[src/rtl/via_pkg.sv]
// ----------------------------------------------------------------------------
// Interface adapter package
// Commands, register map, flag bit positions and the packed stream payloads
// shared by the interface adapter.
// ----------------------------------------------------------------------------
package via_pkg;

  typedef enum logic [1:0] {
    CmdTick  = 2'd0,
    CmdRead  = 2'd1,
    CmdWrite = 2'd2,
    CmdLine  = 2'd3
  } via_cmd_e;

  typedef enum logic [3:0] {
    RegOrb   = 4'h0,
    RegOra   = 4'h1,
    RegDdrb  = 4'h2,
    RegDdra  = 4'h3,
    RegT1cl  = 4'h4,
    RegT1ch  = 4'h5,
    RegT1ll  = 4'h6,
    RegT1lh  = 4'h7,
    RegT2cl  = 4'h8,
    RegT2ch  = 4'h9,
    RegSr    = 4'ha,
    RegAcr   = 4'hb,
    RegPcr   = 4'hc,
    RegIfr   = 4'hd,
    RegIer   = 4'he,
    RegOraNh = 4'hf
  } via_reg_e;

  typedef enum logic [1:0] {
    LineCa1 = 2'd0,
    LineCa2 = 2'd1,
    LineCb1 = 2'd2,
    LineCb2 = 2'd3
  } via_line_e;

  localparam int unsigned FlagCa2 = 0;
  localparam int unsigned FlagCa1 = 1;
  localparam int unsigned FlagSr  = 2;
  localparam int unsigned FlagCb2 = 3;
  localparam int unsigned FlagCb1 = 4;
  localparam int unsigned FlagT2  = 5;
  localparam int unsigned FlagT1  = 6;

  localparam int unsigned NumFlags  = 7;
  localparam int unsigned CountW    = 18;
  localparam int unsigned InDataW   = 40;
  localparam int unsigned OutDataW  = 24;

  // Last field in the lowest bits.
  typedef struct packed {
    logic [7:0] port_b_pins;
    logic [7:0] port_a_pins;
    logic       line_level;
    logic [1:0] line_select;
    logic [7:0] tick_cycles;
    logic [7:0] write_data;
    logic [3:0] reg_addr;
  } via_in_t;

  typedef struct packed {
    logic [7:0] irq_flags;
    logic       irq_request;
    logic [7:0] read_data;
  } via_out_t;

endpackage

[src/rtl/versatile_interface_adapter.sv]
// ----------------------------------------------------------------------------
// Versatile interface adapter
// Port, timer and interrupt registers of a 6522-style adapter, driven by one
// event per stream transfer.
// ----------------------------------------------------------------------------
// Each slave transfer carries one event: a timer tick of tick_cycles counts, a
// register read, a register write or a level change on CA1, CA2, CB1 or CB2.
// The kind of event travels in s_axis_tuser, its operands in s_axis_tdata.
// Every event yields exactly one master transfer with the read data (zero for
// all but reads), the interrupt request of this event and the flag register.
// An accepted event is held in the input register, where its whole effect on
// the registers is computed, and its result is loaded into the output register
// once that register is free or its result is being taken. One event is taken
// in every cycle as long as the receiver keeps up; the update of the timer,
// flag and port registers is computed combinationally from the input register.
// When the receiver stalls, the result holds in the output register and one
// more event may still wait in the input register; then s_axis_tready drops.
// Reset clears all port, timer, control and flag registers and empties both
// stages.
// ----------------------------------------------------------------------------
module versatile_interface_adapter import via_pkg::*; (
  input  logic                clk_i,
  input  logic                rst_ni,
  input  logic                s_axis_tvalid,
  output logic                s_axis_tready,
  // reg_addr, write_data, tick_cycles, line_select, line_level,
  // port_a_pins, port_b_pins, zero fill
  input  logic [InDataW-1:0]  s_axis_tdata,
  // cmd
  input  logic [1:0]          s_axis_tuser,
  output logic                m_axis_tvalid,
  input  logic                m_axis_tready,
  // read_data, irq_request, irq_flags, zero fill
  output logic [OutDataW-1:0] m_axis_tdata
);

  logic              in_valid_q;
  via_in_t           in_q;
  via_cmd_e          cmd_q;
  logic              out_valid_q;
  via_out_t          out_q, out_d;
  logic              advance;

  logic [7:0]        orb_q, orb_d, ora_q, ora_d, ddrb_q, ddrb_d, ddra_q, ddra_d;
  logic [15:0]       t1_latch_q, t1_latch_d, t2_latch_q, t2_latch_d;
  logic [CountW-1:0] t1_count_q, t1_count_d, t2_count_q, t2_count_d;
  logic              t1_armed_q, t1_armed_d, t2_armed_q, t2_armed_d;
  logic [7:0]        sr_q, sr_d, acr_q, acr_d, pcr_q, pcr_d;
  logic [NumFlags-1:0] ifr_q, ifr_d, ier_q, ier_d, set_bits, clr_bits;
  logic [3:0]        lines_q, lines_d;

  logic [CountW:0]   t1_dec, t2_dec;
  logic [CountW-1:0] t1_sub, t2_sub;
  logic [7:0]        port_a_rd, port_b_rd, rd_data;
  logic              line_edge;

  assign advance       = in_valid_q && (!out_valid_q || m_axis_tready);
  assign s_axis_tready = !in_valid_q || advance;

  assign port_a_rd = (ora_q & ddra_q) | (in_q.port_a_pins & ~ddra_q);
  assign port_b_rd = (orb_q & ddrb_q) | (in_q.port_b_pins & ~ddrb_q);

  // Counts saturate at the most negative 18-bit value.
  assign t1_dec = {t1_count_q[CountW-1], t1_count_q} - {11'd0, in_q.tick_cycles};
  assign t2_dec = {t2_count_q[CountW-1], t2_count_q} - {11'd0, in_q.tick_cycles};
  assign t1_sub = (t1_dec[CountW:CountW-1] == 2'b10) ? {1'b1, {(CountW-1){1'b0}}}
                                                    : t1_dec[CountW-1:0];
  assign t2_sub = (t2_dec[CountW:CountW-1] == 2'b10) ? {1'b1, {(CountW-1){1'b0}}}
                                                    : t2_dec[CountW-1:0];

  assign line_edge = lines_q[in_q.line_select] != in_q.line_level;

  always_comb begin
    orb_d      = orb_q;
    ora_d      = ora_q;
    ddrb_d     = ddrb_q;
    ddra_d     = ddra_q;
    t1_latch_d = t1_latch_q;
    t2_latch_d = t2_latch_q;
    t1_count_d = t1_count_q;
    t2_count_d = t2_count_q;
    t1_armed_d = t1_armed_q;
    t2_armed_d = t2_armed_q;
    sr_d       = sr_q;
    acr_d      = acr_q;
    pcr_d      = pcr_q;
    ier_d      = ier_q;
    lines_d    = lines_q;
    set_bits   = '0;
    clr_bits   = '0;
    rd_data    = '0;
    case (cmd_q)
      CmdTick: begin
        if (t1_sub[CountW-1]) begin
          set_bits[FlagT1] = t1_armed_q;
          if (!acr_q[6]) begin
            t1_armed_d = 1'b0;
            t1_count_d = {2'b00, t1_sub[15:0]};
          end else begin
            t1_count_d = t1_sub + {2'b00, t1_latch_q} + 18'd2;
          end
        end else begin
          t1_count_d = t1_sub;
        end
        if (t2_sub[CountW-1]) begin
          set_bits[FlagT2] = t2_armed_q;
          t2_armed_d       = 1'b0;
          t2_count_d       = {2'b00, t2_sub[15:0]};
        end else begin
          t2_count_d = t2_sub;
        end
      end
      CmdRead: begin
        case (via_reg_e'(in_q.reg_addr))
          RegOrb: begin
            rd_data          = port_b_rd;
            clr_bits[FlagCb1] = 1'b1;
            clr_bits[FlagCb2] = (pcr_q[7:5] == 3'b000) || (pcr_q[7:5] == 3'b010);
          end
          RegOra: begin
            rd_data          = port_a_rd;
            clr_bits[FlagCa1] = 1'b1;
            clr_bits[FlagCa2] = (pcr_q[3:1] == 3'b000) || (pcr_q[3:1] == 3'b010);
          end
          RegDdrb: rd_data = ddrb_q;
          RegDdra: rd_data = ddra_q;
          RegT1cl: begin
            rd_data          = t1_count_q[7:0];
            clr_bits[FlagT1] = 1'b1;
          end
          RegT1ch: rd_data = t1_count_q[15:8];
          RegT1ll: rd_data = t1_latch_q[7:0];
          RegT1lh: rd_data = t1_latch_q[15:8];
          RegT2cl: begin
            rd_data          = t2_count_q[7:0];
            clr_bits[FlagT2] = 1'b1;
          end
          RegT2ch: rd_data = t2_count_q[15:8];
          RegSr: begin
            rd_data          = sr_q;
            clr_bits[FlagSr] = 1'b1;
          end
          RegAcr:  rd_data = acr_q;
          RegPcr:  rd_data = pcr_q;
          RegIfr:  rd_data = {|(ifr_q & ier_q), ifr_q};
          RegIer:  rd_data = {1'b1, ier_q};
          RegOraNh: rd_data = port_a_rd;
          default: rd_data = port_a_rd;
        endcase
      end
      CmdWrite: begin
        case (via_reg_e'(in_q.reg_addr))
          RegOrb: begin
            orb_d             = in_q.write_data;
            clr_bits[FlagCb1] = 1'b1;
            clr_bits[FlagCb2] = (pcr_q[7:5] == 3'b000) || (pcr_q[7:5] == 3'b010);
          end
          RegOra: begin
            ora_d             = in_q.write_data;
            clr_bits[FlagCa1] = 1'b1;
            clr_bits[FlagCa2] = (pcr_q[3:1] == 3'b000) || (pcr_q[3:1] == 3'b010);
          end
          RegDdrb: ddrb_d = in_q.write_data;
          RegDdra: ddra_d = in_q.write_data;
          RegT1cl, RegT1ll: t1_latch_d = {t1_latch_q[15:8], in_q.write_data};
          RegT1ch: begin
            t1_latch_d       = {in_q.write_data, t1_latch_q[7:0]};
            t1_count_d       = {2'b00, in_q.write_data, t1_latch_q[7:0]};
            t1_armed_d       = 1'b1;
            clr_bits[FlagT1] = 1'b1;
          end
          RegT1lh: begin
            t1_latch_d       = {in_q.write_data, t1_latch_q[7:0]};
            clr_bits[FlagT1] = 1'b1;
          end
          RegT2cl: t2_latch_d = {t2_latch_q[15:8], in_q.write_data};
          RegT2ch: begin
            t2_latch_d       = {in_q.write_data, t2_latch_q[7:0]};
            t2_count_d       = {2'b00, in_q.write_data, t2_latch_q[7:0]};
            t2_armed_d       = 1'b1;
            clr_bits[FlagT2] = 1'b1;
          end
          RegSr: begin
            sr_d             = in_q.write_data;
            clr_bits[FlagSr] = 1'b1;
          end
          RegAcr: acr_d = in_q.write_data;
          RegPcr: pcr_d = in_q.write_data;
          RegIfr: clr_bits = in_q.write_data[NumFlags-1:0];
          RegIer: begin
            if (in_q.write_data[7]) begin
              ier_d = ier_q | in_q.write_data[NumFlags-1:0];
            end else begin
              ier_d = ier_q & ~in_q.write_data[NumFlags-1:0];
            end
          end
          RegOraNh: ora_d = in_q.write_data;
          default: ora_d = in_q.write_data;
        endcase
      end
      CmdLine: begin
        lines_d[in_q.line_select] = in_q.line_level;
        if (line_edge) begin
          case (via_line_e'(in_q.line_select))
            LineCa1: set_bits[FlagCa1] = in_q.line_level == pcr_q[0];
            LineCa2: set_bits[FlagCa2] = in_q.line_level ? (pcr_q[3:2] == 2'b01)
                                                         : (pcr_q[3:2] == 2'b00);
            LineCb1: set_bits[FlagCb1] = in_q.line_level == pcr_q[4];
            LineCb2: set_bits[FlagCb2] = in_q.line_level ? (pcr_q[7:6] == 2'b01)
                                                         : (pcr_q[7:6] == 2'b00);
            default: set_bits = '0;
          endcase
        end
      end
      default: rd_data = '0;
    endcase
    ifr_d             = (ifr_q & ~clr_bits) | set_bits;
    out_d.read_data   = rd_data;
    out_d.irq_request = |(set_bits & ier_q);
    out_d.irq_flags   = {|(ifr_d & ier_d), ifr_d};
  end

  always_ff @(posedge clk_i or negedge rst_ni) begin
    if (!rst_ni) begin
      in_valid_q  <= 1'b0;
      out_valid_q <= 1'b0;
      orb_q       <= '0;
      ora_q       <= '0;
      ddrb_q      <= '0;
      ddra_q      <= '0;
      t1_latch_q  <= '0;
      t2_latch_q  <= '0;
      t1_count_q  <= '0;
      t2_count_q  <= '0;
      t1_armed_q  <= 1'b0;
      t2_armed_q  <= 1'b0;
      sr_q        <= '0;
      acr_q       <= '0;
      pcr_q       <= '0;
      ifr_q       <= '0;
      ier_q       <= '0;
      lines_q     <= '0;
    end else begin
      if (s_axis_tready) begin
        in_valid_q <= s_axis_tvalid;
      end
      if (advance) begin
        out_valid_q <= 1'b1;
        orb_q       <= orb_d;
        ora_q       <= ora_d;
        ddrb_q      <= ddrb_d;
        ddra_q      <= ddra_d;
        t1_latch_q  <= t1_latch_d;
        t2_latch_q  <= t2_latch_d;
        t1_count_q  <= t1_count_d;
        t2_count_q  <= t2_count_d;
        t1_armed_q  <= t1_armed_d;
        t2_armed_q  <= t2_armed_d;
        sr_q        <= sr_d;
        acr_q       <= acr_d;
        pcr_q       <= pcr_d;
        ifr_q       <= ifr_d;
        ier_q       <= ier_d;
        lines_q     <= lines_d;
      end else if (m_axis_tready) begin
        out_valid_q <= 1'b0;
      end
    end
  end

  always_ff @(posedge clk_i) begin
    if (s_axis_tready && s_axis_tvalid) begin
      in_q  <= via_in_t'(s_axis_tdata[$bits(via_in_t)-1:0]);
      cmd_q <= via_cmd_e'(s_axis_tuser);
    end
    if (advance) begin
      out_q <= out_d;
    end
  end

  assign m_axis_tvalid = out_valid_q;
  assign m_axis_tdata  = {{(OutDataW - $bits(via_out_t)){1'b0}}, out_q};

  a_irq_implies_summary: assert property (@(posedge clk_i) disable iff (!rst_ni)
    m_axis_tvalid && out_q.irq_request |-> out_q.irq_flags[7])
    else $error("interrupt request without summary flag");

  a_bus_access_sets_no_flag: assert property (@(posedge clk_i) disable iff (!rst_ni)
    advance && (cmd_q == CmdRead || cmd_q == CmdWrite) |-> (ifr_d & ~ifr_q) == '0)
    else $error("register access raised an interrupt flag");

  a_t2_count_nonneg_after_tick: assert property (@(posedge clk_i) disable iff (!rst_ni)
    advance && cmd_q == CmdTick |=> !t2_count_q[CountW-1])
    else $error("timer 2 count negative after tick");

  a_t1_oneshot_nonneg: assert property (@(posedge clk_i) disable iff (!rst_ni)
    advance && cmd_q == CmdTick && !acr_q[6] |=> !t1_count_q[CountW-1])
    else $error("one-shot timer 1 count negative after tick");

endmodule

[config.mk]
export PLATFORM = sky130hd
export DESIGN_NAME = versatile_interface_adapter
export DESIGN_NICKNAME = d
export VERILOG_FILES = /design/src/rtl/via_pkg.sv /design/src/rtl/versatile_interface_adapter.sv
export SDC_FILE = /design/constraint.sdc
export NUM_CORES = 1
export LEC_CHECK = 0
export BUFFER_PORTS_ARGS = -buffer_cell sky130_fd_sc_hd__buf_2
export CAP_MARGIN = 10
export CORE_ASPECT_RATIO = 0.9
export CORE_MARGIN = 2
export CORE_UTILIZATION = 40
export DETAILED_ROUTE_END_ITERATION = 8
export PLACE_DENSITY = 0.54
export SLEW_MARGIN = 30
export SYNTH_ARGS = -nofsm -noshare
export SYNTH_HDL_FRONTEND = slang
export SYNTH_SLANG_ARGS = --single-unit
[constraint.sdc]
create_clock -name clk_i -period 12.4 [get_ports clk_i]
set_clock_uncertainty 0.2 [all_clocks]
set_input_delay 0.62 -clock clk_i [delete_from_list [all_inputs] [get_ports clk_i]]
set_output_delay 0.62 -clock clk_i [all_outputs]
set_load 0.05 [all_outputs]
Word level (Yosys, flattened, before mapping)
Index checks and enable logic that the tools add are counted.
{"block": "totals", "ff_bits": 196, "output_inout_bits": 26, "word_cells": 181}
{"block": "classes", "add_sub_neg": 4, "order_cmp": 2, "eq_ne": 35, "muxes": 51, "n_bitwise": 20, "reduce_logical": 39}
{"cell": "$pmux 8 s15", "count": 1}
{"cell": "$mux 18", "count": 6}
{"cell": "$pmux 18 s2", "count": 2}
{"cell": "$sub 18x9->19", "count": 2}
{"cell": "$and 7x7->7", "count": 5}
{"cell": "$and 8x8->8", "count": 4}
{"cell": "$eq 4x4->1 const B", "count": 8}
{"cell": "$pmux 16 s2", "count": 1}
{"cell": "$reduce_and 3->1", "count": 9}
{"cell": "$mux 7", "count": 3}
{"cell": "$reduce_or 7->1", "count": 3}
{"cell": "$mux 1", "count": 20}
{"cell": "$add 18x16->18", "count": 1}
{"cell": "$add 18x2->18 const B", "count": 1}
{"cell": "$mux 17", "count": 1}
{"cell": "$eq 4x3->1 const B", "count": 4}
{"cell": "$not 8->8", "count": 2}
{"cell": "$or 8x8->8", "count": 2}
{"cell": "$pmux 8 s2", "count": 1}
{"cell": "$reduce_and 4->1", "count": 4}
{"cell": "$not 7->7", "count": 2}
{"cell": "$or 7x7->7", "count": 2}
{"cell": "$pmux 7 s2", "count": 1}
{"cell": "$eq 2x2->1 const B", "count": 6}
{"cell": "28 further kinds", "count": 60}

Longest topological paths before layout
Gate-level depths: netlist of run 1.
{"block": "depth", "depth_word": 9, "depth_mapped": 21, "mapped_depth_nobuf": 21}

Worst setup path after synthesis of run 1
Ideal clock, no wire load.
{"block": "synth_path", "kind": "register -> register", "start": "register in_q[13] (netlist bit)", "end": "register t1_count_q[13]", "t_arrival_ns": 4.470, "required_time_ns": 12.074, "slack_ns": 7.604, "stages_incl_launch_ff": 21, "n_path_buf": 1, "cell_sequence": "edfxtp_1 > inv_1 > ha_1 > nor2b_1 > o31a_2 > o31a_2 > or2_2 > buf_2 > a31oi_1 > nand2_1 > ha_1 > inv_1 > ha_1 > fa_1 > a211oi_1 > o21ai_0 > a31o_2 > nand2_1 > a31oi_1 > xor2_1 > a221o_1"}
{"block": "synth_between", "elab_chain_cells": 8}
{"element": "from (decl)", "line": "versatile_interface_adapter.sv:38", "source": "via_in_t in_q;"}
{"element": "from (signal assigned)", "line": "versatile_interface_adapter.sv:273", "source": "in_q <= via_in_t'(s_axis_tdata[$bits(via_in_t)-1:0]);"}
{"element": "$sub 18x9->19 *", "line": "versatile_interface_adapter.sv:64", "source": "assign t1_dec = {t1_count_q[CountW-1], t1_count_q} - {11'd0, in_q.tick_cycles};"}
{"element": "$eq 2x2->1", "line": "versatile_interface_adapter.sv:66", "source": "assign t1_sub = (t1_dec[CountW:CountW-1] == 2'b10) ? {1'b1, {(CountW-1){1'b0}}}"}
{"element": "$mux 18 *", "line": "versatile_interface_adapter.sv:66"}
{"element": "$add 18x16->18", "line": "versatile_interface_adapter.sv:100", "source": "t1_count_d = t1_sub + {2'b00, t1_latch_q} + 18'd2;"}
{"element": "$add 18x2->18", "line": "versatile_interface_adapter.sv:100"}
{"element": "$mux 18", "line": "versatile_interface_adapter.sv:96", "source": "if (!acr_q[6]) begin"}
{"element": "$mux 18 *", "line": "versatile_interface_adapter.sv:94", "source": "if (t1_sub[CountW-1]) begin"}
{"element": "$pmux 18 s2 *", "line": "versatile_interface_adapter.sv:92", "source": "case (cmd_q)"}
{"element": "to (signal assigned)", "line": "versatile_interface_adapter.sv:255", "source": "t1_count_q <= t1_count_d;"}
{"element": "to (decl)", "line": "versatile_interface_adapter.sv:46", "source": "logic [CountW-1:0] t1_count_q, t1_count_d, t2_count_q, t2_count_d;"}
Every way passes the cells marked *; elsewhere a longest branch is shown, timed or not.
A chain may end at the register's enable or synchronous reset.

Final worst setup path of run 1
Same ends and word-level chain as after synthesis.

==> impl_results.md, run 1 <==
- Top achievable clock speed: approximately 0.18 GHz
- CP startpoint kind: flip-flop
- Post-synth EDFFs: 58
- Power per standard cell area: roughly 190 nW/um2
- CTS buffer count: 17
- Layout cell share with drive strength beyond 1: between 20% and 30%
- Outcome: completed
- Slowest-stage cell, CP: a31oi_1
- Hold slack: around 0.14 ns
- Initial antenna violation count: 2
- CTS Hold Bufs: 1
- Max-cap violation count: 0
- Netlist cell types: 78
- Fraction of registers with async set/reset: a little over two thirds
- Final Hold Vio Count: 0
- Cells after synthesis: about 1100
- N_diodes: 0
- Worst hold path type: input port to flip-flop
- Crit path cell chain: inv_1, ha_1, nor2b_1, o31a_2, o31a_2, or2_2, a31oi_1, nand2_1, ha_1, inv_1, ha_1, fa_1, a211oi_1, o21ai_0, a31o_2, nand2_1, a31oi_1, xor2_1, a221o_1
- Routed WL per cell: between 20 and 25 um
- DR vias/cell: 6.01
- Worst EP arrival: around 5.6 ns
- Cell mode on critical path: ha_1
- Grt total ovfl: 0
- Area delta synth->final: 11.0%
- WP buf/inv: 2
- Vias in the first global route: between 8000 and 9000
- Top Ports: 72
- Setup_tns: 0 ns
- Initial Utilization: roughly two fifths
- ANT nets after route: 0
- CORE AREA: approximately 28000 um2
- Tot GR Track Use: about 25%
- CP Class: flip-flop to flip-flop
- Root Buffer: clkbuf_16
- Fin area: about 13000 um2
- Critical path's top delay family: compound AO/OA/AOI/OAI gates
- Worst path max stage delay: about 0.5 ns
- Placed Area: 12200 um2
- Slew headroom: 30.6%
- CTS Buffer Depth: 2
- First-pass GRT wire length: between 50000 and 60000 um
- Final setup violation count: 0
- Reg clk slew, reported paths: 0.08 ns
- Worst-Skew Late Latency: about 0.44 ns
- Ys Warns: 0
- CTS sink cnt: approximately 200
- H-tree levels: 4
- X dimension of the die: about 180 um
- Period Utilization, post-route: 44.2%
- Leak: roughly 5.5 nW
- Area of the mapped netlist: around 12000 um2
- Die height: 165 um
- Peak supply drop: ~110 uV
- Register bit total from synthesis: slightly below 200
- CTS tree: built
- Largest net degree at the start of global routing: 75
- Tmin final: ~5.5 ns
- Largest fanout on the critical path: 10
- DRC violations left: 0
- PortBufs: 63
- Worst-Margin Slew: about 1.0 ns
- Nets: ~1300
- Post-cts sizing count: 0
- Unrepaired setup endpoints after global routing: false
- Total number of vias: approximately 9300
- RD Place Congestion: around 0.96
- Die area: 30200 um2
- Total wire length: approximately 36000 um
- Synthesized area per cell: just over 10 um2
- Total of fill cells in the finished design: between 2000 and 3000
- Fin. max-slew vios: 0
- Row cnt: 58
- Worst Path Required: ~13 ns
- Crit path capture type: flip-flop
- Sequential share of the synthesized area: 44.9%
- Detailed Route Iter0 Violations: around 1000
- Post-detail-place hpwl: 26300 um
- Number of buffers added for setup after CTS: 0
- 1st-pass router iterations: 8
- Most used flip-flop cell after synthesis: dfrtp_1
[flip-flops by register name (all words and copies together) (netlist names)]
register and count:
cmd_q 2, t1_latch_q 16, acr_q 8, lines_q 4
sr_q 8, pcr_q 8, t2_latch_q 8, ifr_q 7
in_q 39, orb_q 8, t2_count_q 17, m_axis_tdata 17
ora_q 8, t1_count_q 18, t2_armed_q 1, ddrb_q 8
ddra_q 8, t1_armed_q 1, ier_q 7, in_valid_q 1
m_axis_tvalid 1
[final cells by class]
cell class / instances / area, um2 / area share, %
Clock buffer: 18 / 450 / 3.52
Inverter: 37 / 139 / 1.09
Timing Repair Buffer: 83 / 485 / 3.80
Tap cell: 360 / 450 / 3.52
Sequential cell: 195 / 5170 / 40.4
Clock inverter: 14 / 113 / 0.881
Multi-Input combinational cell: 836 / 5980 / 46.8
[Yosys cell counts (8+ instances only)]
cell | number | area (um2)
dfrtp_1 | 137 | 3430
mux2_2 | 115 | 1290
nor2_1 | 89 | 334
nand2_1 | 83 | 312
a21oi_1 | 81 | 405
o21ai_0 | 60 | 300
edfxtp_1 | 58 | 1740
ha_1 | 52 | 651
clkbuf_1 | 39 | 146
inv_1 | 36 | 135
nand3_1 | 36 | 180
nor3_1 | 27 | 135
mux2i_1 | 19 | 190
a31oi_1 | 16 | 100
xnor2_1 | 14 | 123
nor2b_1 | 13 | 81.3
or3_1 | 13 | 81.3
a22oi_1 | 12 | 90.1
nand2b_1 | 11 | 68.8
xor2_1 | 11 | 96.3
a21o_1 | 10 | 75.1
nand4_1 | 10 | 62.6
o21a_1 | 8 | 60.1
[worst paths after layout]
| check | startpoint | to | slack [ns] | depth (start not counted) |
|---|---|---|---|---|
| max | in_q[13]$_DFFE_PP_ | t1_count_q[13]$_DFFE_PN0P_ | 6.92 | 19 |
| min | s_axis_tdata[29] | in_q[29]$_DFFE_PP_ | 0.14 | 1 |
| max reg2reg | in_q[13]$_DFFE_PP_ | t1_count_q[13]$_DFFE_PN0P_ | 6.92 | 19 |
| min reg2reg | t2_count_q[16]$_DFFE_PN0P_ | t2_count_q[16]$_DFFE_PN0P_ | 0.30 | 1 |
| max in group asynchronous | rst_ni | lines_q[0]$_DFFE_PN0P_ | 10.31 | 3 |
| min in group asynchronous | rst_ni | orb_q[4]$_DFFE_PN0P_ | 0.51 | 2 |
[where the power goes]
part	leakage (nW)	internal (mW)	switching (mW)
sequential	2.31	0.778	0.142
combinational	2.88	0.406	0.551
clock	0.276	0.274	0.268
[layout by cell type (no fill, tap or decap), drive strengths merged, types with 7 or more instances in the layout]
master	count
nor2b	13
mux2	115
dfrtp	137
nor3	28
nand2	83
and2	8
a31oi	16
o21ai	61
nand3b	7
nand2b	11
conb	7
mux2i	19
ha	52
o21a	8
or3	18
a21o	10
a22oi	12
clkbuf	18
a21oi	82
nor2	89
and3	7
a221oi	7
edfxtp	58
nand3	36
xor2	11
xnor2	14
buf	82
inv	44
nand4	11
[per-stage QoR]
stage | total power, mW | util [%] | cells | worst slack, ns
after global routing | 2.59 | 45.4 | 1543 | 6.51
final | 2.42 | 45.4 | 1543 | 6.92
after CTS | 2.42 | 45.4 | 1542 | 6.85
after detailed placement | 1.88 | 43.3 | 1509 | 6.88
after global placement | 1.86 | 43.3 | 1509 | 6.90
after floorplan | 1.60 | - | 1127 | 7.60
[worst register-to-register path, stage by stage, from the launching register on]
cell	delay, ns
edfxtp_1	0.36
inv_1	0.20
ha_1	0.27
nor2b_1	0.14
o31a_2	0.33
o31a_2	0.38
or2_2	0.44
a31oi_1	0.49
nand2_1	0.12
ha_1	0.29
inv_1	0.04
ha_1	0.21
fa_1	0.43
a211oi_1	0.33
o21ai_0	0.20
a31o_2	0.28
nand2_1	0.09
a31oi_1	0.11
xor2_1	0.16
a221o_1	0.30
[per-layer routing]
metal | track usage (%) | vias up | routed length [um] | part of all wire (%)
li1 | - | 4254 | - | -
met1 | 36.8 | 4610 | 17300 | 47
met2 | 36.5 | 371 | 15600 | 43
met3 | 5.98 | 46 | 2860 | 7.9
met4 | 6.04 | 0 | 600 | 1.7
met5 | 0 | - | 0 | 0
[kinds of logic after synthesis]
group,synth area share (%)
simple gates,14.2
compound gates,15.8
flops,44.9
mux,13.5
buf+inv,3.46
fa+ha+maj,6.17
xor+xnor,1.90
other cells,0.0326
Note: power is estimated with default switching activity, not from simulation.
==> run 2: changes to the inputs <==
Settings changed: ABC_AREA set to 1, PLACE_DENSITY 0.54 to 0.57.
Clock period 12.4 ns to 4.85 ns, I/O delays scaled along.
==> run 2 against run 1 <==
Against the previous run:
- clock power grew to 2.7 times the previous value
- synthesized cell count is 32% higher
- global-route usage is 0.56 points higher
- maximum frequency is 25% higher
- count of clock-buffer cells in the layout stayed put
- critical path type unchanged
- critical endpoint is now t1_count_q[9]$_DFFE_PN0P_
- highest routed layer unchanged
==> impl_results.md, run 2 <==
- Outcome: completed (unchanged)
- Die area: 30600 um2 (was 30200 um2)
- Largest regs: in_q (39), t1_count_q (18) (unchanged)
- Sequential share of power: 32.8% (was 38.0%)
- CORE AREA: 28900 um2 (was 28200 um2)
- Nets: 1678 (was 1271)
- Post-synth EDFFs: 58 (unchanged)
- Post-synth top cells: 357 x nand2_1, 208 x inv_1, 137 x dfrtp_1, 118 x nor2_1, 103 x o21ai_0 (was 137 x dfrtp_1, 115 x mux2_2, 89 x nor2_1, 83 x nand2_1, 81 x a21oi_1)
- Tot GR Track Use: 25.4% (was 24.8%)
- Worst-Margin Slew: 1.03 ns (was 1.04 ns)
- Synthesized area per cell: 7.92 um2 (was 10.3 um2)
- Tmin final: 4.38 ns (was 5.48 ns)
- Total number of vias: 10500 (was 9281)
- Hold slack: 0.139 ns (was 0.142 ns)
- Worst-Skew Late Latency: 0.46 ns (was 0.44 ns)
- Max-cap violation count: 0 (unchanged)
- Fin util: 46.4% (was 45.4%)
- X dimension of the die: 184 um (was 183 um)
- RD Place Congestion: 0.983 (was 0.964)
- Post-detail-place hpwl: 28600 um (was 26300 um)
- Setup_tns: 0 ns (unchanged)
- Most frequent cell after synthesis: nand2_1 (was dfrtp_1)
- Yosys top cell by area: dfrtp_1 (unchanged)
- Largest fanout on the critical path: 13 (was 10)
- Cells after synthesis: 1477 (was 1121)
- N_diodes: 0 (unchanged)
- First-pass GRT wire length: 58200 um (was 55300 um)
- Worst r2r src: t1_count_q[0]$_DFFE_PN0P_ (was in_q[13]$_DFFE_PP_)
- Net Sw Power: 3.42 mW (was 961 uW)
- Final setup violation count: 0 (unchanged)
- CTS sink cnt: 195 (unchanged)
- Most flop-heavy register: in_q (unchanged)
- Fin. max-slew vios: 0 (unchanged)
- Largest net degree at the start of global routing: 55 (was 75)
- 1st-pass router iterations: 7 (was 8)
- Worst hold path type: input port to asynchronous set/reset pin (was input port to flip-flop)
- Ranking of synthesized cells by area: dfrtp_1 29%, edfxtp_1 15%, nand2_1 11% (was dfrtp_1 30%, edfxtp_1 15%, mux2_2 11%)
- Initial Utilization: 40.5% (was 40.9%)
- Peak supply drop: 279 uV (was 107 uV)
- H-tree levels: 4 (unchanged)
- Total wire length: 37900 um (was 36400 um)
- Most frequent cells in the layout: 357 x nand2_1, 207 x inv_1, 137 x dfrtp_1 (was 137 x dfrtp_1, 115 x mux2_2, 89 x nor2_1)
- Top achievable clock speed: 0.228 GHz (was 0.182 GHz)
- Final Hold Vio Count: 0 (unchanged)
- Layout cell share with drive strength beyond 1: 10.6% (was 22.1%)
- Logic pwr share: 48.1% (was 39.6%)
- Top Ports: 72 (unchanged)
- Grt total ovfl: 0 (unchanged)
- Leak: 6.26 nW (was 5.46 nW)
- Internal Pwr Total: 4.08 mW (was 1.46 mW)
- Worst Path Required: 4.99 ns (was 12.53 ns)
- DRC violations left: 0 (unchanged)
- Max reg flops: 39 (unchanged)
- Die height: 166 um (was 165 um)
- Most common cell after layout, fill and taps aside: nand2_1 (was dfrtp_1)
- Period Utilization, post-route: 90.3% (was 44.2%)
- Number of buffers added for setup after CTS: 0 (unchanged)
- Vias in the first global route: 9852 (was 8859)
- Initial antenna violation count: 0 (was 2)
- Most used flip-flop cell after synthesis: dfrtp_1 (unchanged)
- ANT nets after route: 0 (unchanged)
- Ys Warns: 0 (unchanged)
- Power per standard cell area: 559 nW/um2 (was 189 nW/um2)
- Area of the mapped netlist: 11700 um2 (was 11500 um2)
- Slew headroom: 31.3% (was 30.6%)
- CTS tree: built (unchanged)
- Sequential share of the synthesized area: 44.2% (was 44.9%)
- Register bit total from synthesis: 195 (unchanged)
- Synth top area share: 29.3% (was 29.8%)
- Row cnt: 59 (was 58)
- DR vias/cell: 5.29 (was 6.01)
- CP Class: flip-flop to flip-flop (unchanged)
- CP startpoint kind: flip-flop (unchanged)
- Post-layout worst setup margin: 0.470 ns (was 6.92 ns)
- Clock power share: 19.2% (was 22.4%)
- Root Buffer: clkbuf_16 (unchanged)
- Worst EP arrival: 4.52 ns (was 5.62 ns)
- Area delta synth->final: 14.6% (was 11.0%)
- Routed WL per cell: 19.1 um (was 23.6 um)
- Detailed Route Iter0 Violations: 948 (was 1043)
- Fraction of registers with async set/reset: 70.3% (unchanged)
- Fin area: 13400 um2 (was 12800 um2)
- Reg clk slew, reported paths: 0.09 ns (was 0.08 ns)
- Unrepaired setup endpoints after global routing: false (unchanged)
- CTS Buffer Depth: 2 (unchanged)
- Dpl ws: 0.393 ns (was 6.88 ns)
- Placed Area: 12400 um2 (was 12200 um2)
- Crit path capture type: flip-flop (unchanged)
- Crit. Startpoint: t1_count_q[0]$_DFFE_PN0P_ (was in_q[13]$_DFFE_PP_)
- Netlist cell types: 52 (was 78)
- CTS buffer count: 17 (unchanged)
- Sw Ratio: 45.6% (was 39.7%)
- PortBufs: 63 (unchanged)
## run 2: final timing paths
| kind | to | slack [ns] | cells past startpoint |
|---|---|---|---|
| max | t1_count_q[9]$_DFFE_PN0P_ | 0.47 | 24 |
| min | t2_count_q[7]$_DFFE_PN0P_ | 0.14 | 2 |
| max reg2reg | t1_count_q[9]$_DFFE_PN0P_ | 0.47 | 24 |
| min reg2reg | ora_q[3]$_DFFE_PN0P_ | 0.29 | 2 |
| max in group asynchronous | ddra_q[6]$_DFFE_PN0P_ | 3.26 | 3 |
| min in group clk_i | in_q[22]$_DFFE_PP_ | 0.29 | 2 |
## run 2: critical path: stages, from the launching register on
cell     delay, ns
dfrtp_1       0.38
inv_1         0.10
ha_1          0.15
inv_1         0.08
fa_1          0.43
nand2_1       0.10
nand3_2       0.10
nand2_2       0.11
nand3_2       0.11
nand2_1       0.13
nand2_4       0.13
nand2_1       0.11
inv_1         0.05
ha_1          0.21
ha_1          0.25
fa_1          0.44
nand3_1       0.11
nand2_1       0.13
a21oi_1       0.22
xor2_1        0.25
nand3_1       0.12
nand2_1       0.09
inv_1         0.05
nand2_1       0.10
a21oi_1       0.08
## run 2: power groups by stage
stage / logic, mW / clock network, mW / registers, mW
floorplan: 2.58 / 0 / 2.41
global placement: 3.51 / 0 / 2.47
detailed placement: 3.53 / 0 / 2.47
CTS: 3.58 / 1.45 / 2.45
global route: 4.07 / 1.52 / 2.49
finish: 3.60 / 1.44 / 2.46
## run 2: what timing repair did
| action | CTS | global route |
|---|---|---|
| gates resized for setup | 0 | 1 |
| setup endpoints to repair | 0 | 1 |
| endpoints found under the hold margin | 95 | 0 |
| hold buffers | 45 | 0 |
## run 2: metal layers
metal | track usage, % | share of wire [%] | vias to the layer above
met4 | 6.92 | 2.4 | 0
met1 | 37.3 | 47 | 4955
li1 | - | - | 5076
met5 | 0 | 0 | -
met2 | 37.5 | 43 | 429
met3 | 5.92 | 8.2 | 48
## run 2: final cells by class
type	instances	area (um2)
fillers	2883	15500
multi-input cells	1028	5500
flip-flops and latches	195	5170
repair buffers	116	836
inverters	219	828
well taps	396	495
clock buffers	18	429
clock inverters	14	148
## run 2: metrics by stage
stage	cells	total power, mW
floorplan	1483	4.99
global placement	1908	5.97
detailed placement	1908	6.01
CTS	1985	7.48
global route	1986	8.09
finish	1986	7.50
## run 2: logic make-up (layout without fill, tap and decap cells)
family / count (synthesis) / count (layout) / share of synthesized area (%)
AOI/OAI and AO/OA: 304 / 304 / 15.0
xor gates and xnor gates: 28 / 28 / 2.10
adders and majority gates: 55 / 55 / 6.08
buffers and inverters: 260 / 367 / 9.06
DFF: 195 / 195 / 44.2
muxes: 6 / 6 / 0.567
other: 1 / 7 / 0.0321
and+or+nand+nor: 628 / 628 / 22.9
==> run 3: changes to the inputs <==
Settings changed: CORE_ASPECT_RATIO 0.9 to not set.
==> run 3 against run 2 <==
Against the previous run:
- maximum frequency shrank 0.36%
- final cell count shrank 0.40%
- non-clock buffer count grew 4
- critical path depth shrank 1
- largest power group unchanged
==> impl_results.md, run 3 (synthesis results as in run 2) <==
- Final setup violation count: 0 (unchanged)
- Grt total ovfl: 0 (unchanged)
- PortBufs: 63 (unchanged)
- Post-detail-place hpwl: 28800 um (was 28600 um)
- DRC violations left: 0 (unchanged)
- Total of fill cells in the finished design: 2867 (was 2883)
- Most flop-heavy register: in_q (unchanged)
- Setup_tns: 0 ns (unchanged)
- Largest regs: in_q (39), t1_count_q (18) (unchanged)
- Final Hold Vio Count: 0 (unchanged)
- CTS sink cnt: 195 (unchanged)
- Outcome: completed (unchanged)
- 1st-pass router iterations: 6 (was 7)
- Worst-Skew Late Latency: 0.46 ns (about the same)
- Unrepaired setup endpoints after global routing: false (unchanged)
- DR vias/cell: 5.33 (was 5.29)
- Area taken by multi-input logic gates: 5490 um2 (was 5500 um2)
- Dpl ws: 0.464 ns (was 0.393 ns)
- Period Utilization, post-route: 90.6% (was 90.3%)
- X dimension of the die: 175 um (was 184 um)
- Most frequent cells in the layout: 357 x nand2_1, 207 x inv_1, 137 x dfrtp_1 (unchanged)
- Peak supply drop: 256 uV (was 279 uV)
- Row cnt: 62 (was 59)
- Finished Layout Cells: 1978 (was 1986)
- First-pass GRT wire length: 58700 um (was 58200 um)
- Initial Utilization: 40.6% (was 40.5%)
- Die height: 175 um (was 166 um)
- Slew headroom: 34.2% (was 31.3%)
- Die area: 30600 um2 (about the same)
- Layout cell share with drive strength beyond 1: 10.9% (was 10.6%)
- Power per standard cell area: 562 nW/um2 (was 559 nW/um2)
- Placed Area: 12400 um2 (about the same)
- Max-cap violation count: 0 (unchanged)
- Final Total Pwr: 7.56 mW (was 7.50 mW)
- Area delta synth->final: 15.0% (was 14.6%)
- Post-layout worst setup margin: 0.454 ns (was 0.470 ns)
- Total number of vias: 10500 (about the same)
- Top Ports: 72 (unchanged)
- Fin area: 13500 um2 (was 13400 um2)
- Initial antenna violation count: 1 (was 0)
- Top achievable clock speed: 0.227 GHz (was 0.228 GHz)
- Leak: 6.30 nW (was 6.26 nW)
- Total wire length: 37800 um (was 37900 um)
- Tmin final: 4.40 ns (was 4.38 ns)
- CTS buffer count: 17 (unchanged)
- Nets: 1682 (was 1678)
- H-tree levels: 4 (unchanged)
- Largest net degree at the start of global routing: 59 (was 55)
- Placed insts: 1901 (was 1908)
- Routed WL per cell: 19.1 um (about the same)
- Root Buffer: clkbuf_16 (unchanged)
- CORE AREA: 28800 um2 (was 28900 um2)
- Crit path capture type: flip-flop (unchanged)
- CP startpoint kind: flip-flop (unchanged)
- Reg clk slew, reported paths: 0.08 ns (was 0.09 ns)
- Most common cell after layout, fill and taps aside: nand2_1 (unchanged)
- Fin. max-slew vios: 0 (unchanged)
- Max reg flops: 39 (unchanged)
- Worst Path Required: 5.00 ns (was 4.99 ns)
- RD Place Congestion: 0.975 (was 0.983)
- Detailed Route Iter0 Violations: 966 (was 948)
- Area occupied by registers: 5170 um2 (unchanged)
- Largest fanout on the critical path: 13 (unchanged)
- N_diodes: 0 (unchanged)
- Post-cts sizing count: 0 (unchanged)
- Vias in the first global route: 10000 (was 9852)
- ANT nets after route: 0 (unchanged)
- CTS Buffer Depth: 2 (unchanged)
- CP Class: flip-flop to flip-flop (unchanged)
- Worst EP arrival: 4.54 ns (was 4.52 ns)
- CTS tree: built (unchanged)
- Worst hold path type: input port to asynchronous set/reset pin (unchanged)
- Worst-Margin Slew: 0.983 ns (was 1.03 ns)
- Tot GR Track Use: 25.4% (about the same)
## run 3: changes by cell type in the layout (fill, tap and decap cells not counted), moves of 2 or more
cell,previous run,this run
buf_4,7,11
clkinv_2,3,1
inv_6,5,1
clkinv_8,1,4
inv_8,2,4
clkinv_4,3,5
## run 3: stage by stage
step	hold slack [ns]	util [%]
2_1_floorplan	-0.253	-
3_3_place_gp	-0.0216	43.0
3_5_place_dp	-0.0197	43.0
4_1_cts	0.0645	46.7
5_1_grt	0.0799	46.8
6_report	0.0491	46.8
## run 3: routing by layer
metal,GRT usage (%),part of all wire (%),vias to the layer above
li1,-,-,5093
met5,0,0.034,-
met2,39.8,45,399
met4,7.43,2.3,2
met3,4.70,7.1,56
met1,36.0,46,4984
## run 3: final cells by class
type / count / area share (%)
multi-input combinational: 1028 / 40.8
sequential: 195 / 38.4
timing repair buffer: 120 / 6.46
clock inverter: 15 / 1.42
clock buffer: 17 / 3.16
tap: 384 / 3.57
inverter: 219 / 6.16
## run 3: path summary, 6_finish.rpt
check                                          startpoint                    endpoint  slack (ns)  cells past startpoint
min in group clk_i                        s_axis_tdata[3]           in_q[3]$_DFFE_PP_        0.28                      2
worst min-delay path                               rst_ni  t1_count_q[15]$_DFFE_PN0P_        0.05                      2
worst max register to register         in_q[18]$_DFFE_PP_   t1_count_q[9]$_DFFE_PN0P_        0.45                     23
max in group asynchronous                          rst_ni        ora_q[6]$_DFFE_PN0P_        3.26                      3
worst min register to register  t1_count_q[0]$_DFFE_PN0P_   t1_count_q[0]$_DFFE_PN0P_        0.30                      2
worst max-delay path                   in_q[18]$_DFFE_PP_   t1_count_q[9]$_DFFE_PN0P_        0.45                     23
## run 3: critical path, cell delays in order (launching register included)
cell and delay, ns:
edfxtp_1 0.38, inv_1 0.15, ha_1 0.30, nand2_1 0.08
nand2_1 0.07, a21oi_2 0.26, nand4_2 0.18, nand2_1 0.09
nand2_1 0.06, nand2_2 0.25, nand2_1 0.15, ha_1 0.30
inv_1 0.04, ha_1 0.23, fa_1 0.46, nand3_1 0.12
nand2_1 0.13, a21oi_1 0.24, xor2_1 0.20, nand3_1 0.10
nand2_1 0.08, inv_1 0.05, nand2_1 0.11, a21oi_1 0.08
## run 3: timing repair
| item | 4_1_cts | 5_1_grt |
|---|---|---|
| hold endpoints to repair | 77 | 0 |
| hold buffers | 45 | 0 |
| setup buffers | 0 | 0 |
| setup endpoints to repair | 0 | 0 |
## run 3: report_power, final
group	switching, mW	leakage (nW)	internal (mW)	total, mW
registers	0.363	2.21	2.08	2.45
clock network	0.749	0.297	0.744	1.49
logic	2.35	3.80	1.27	3.62
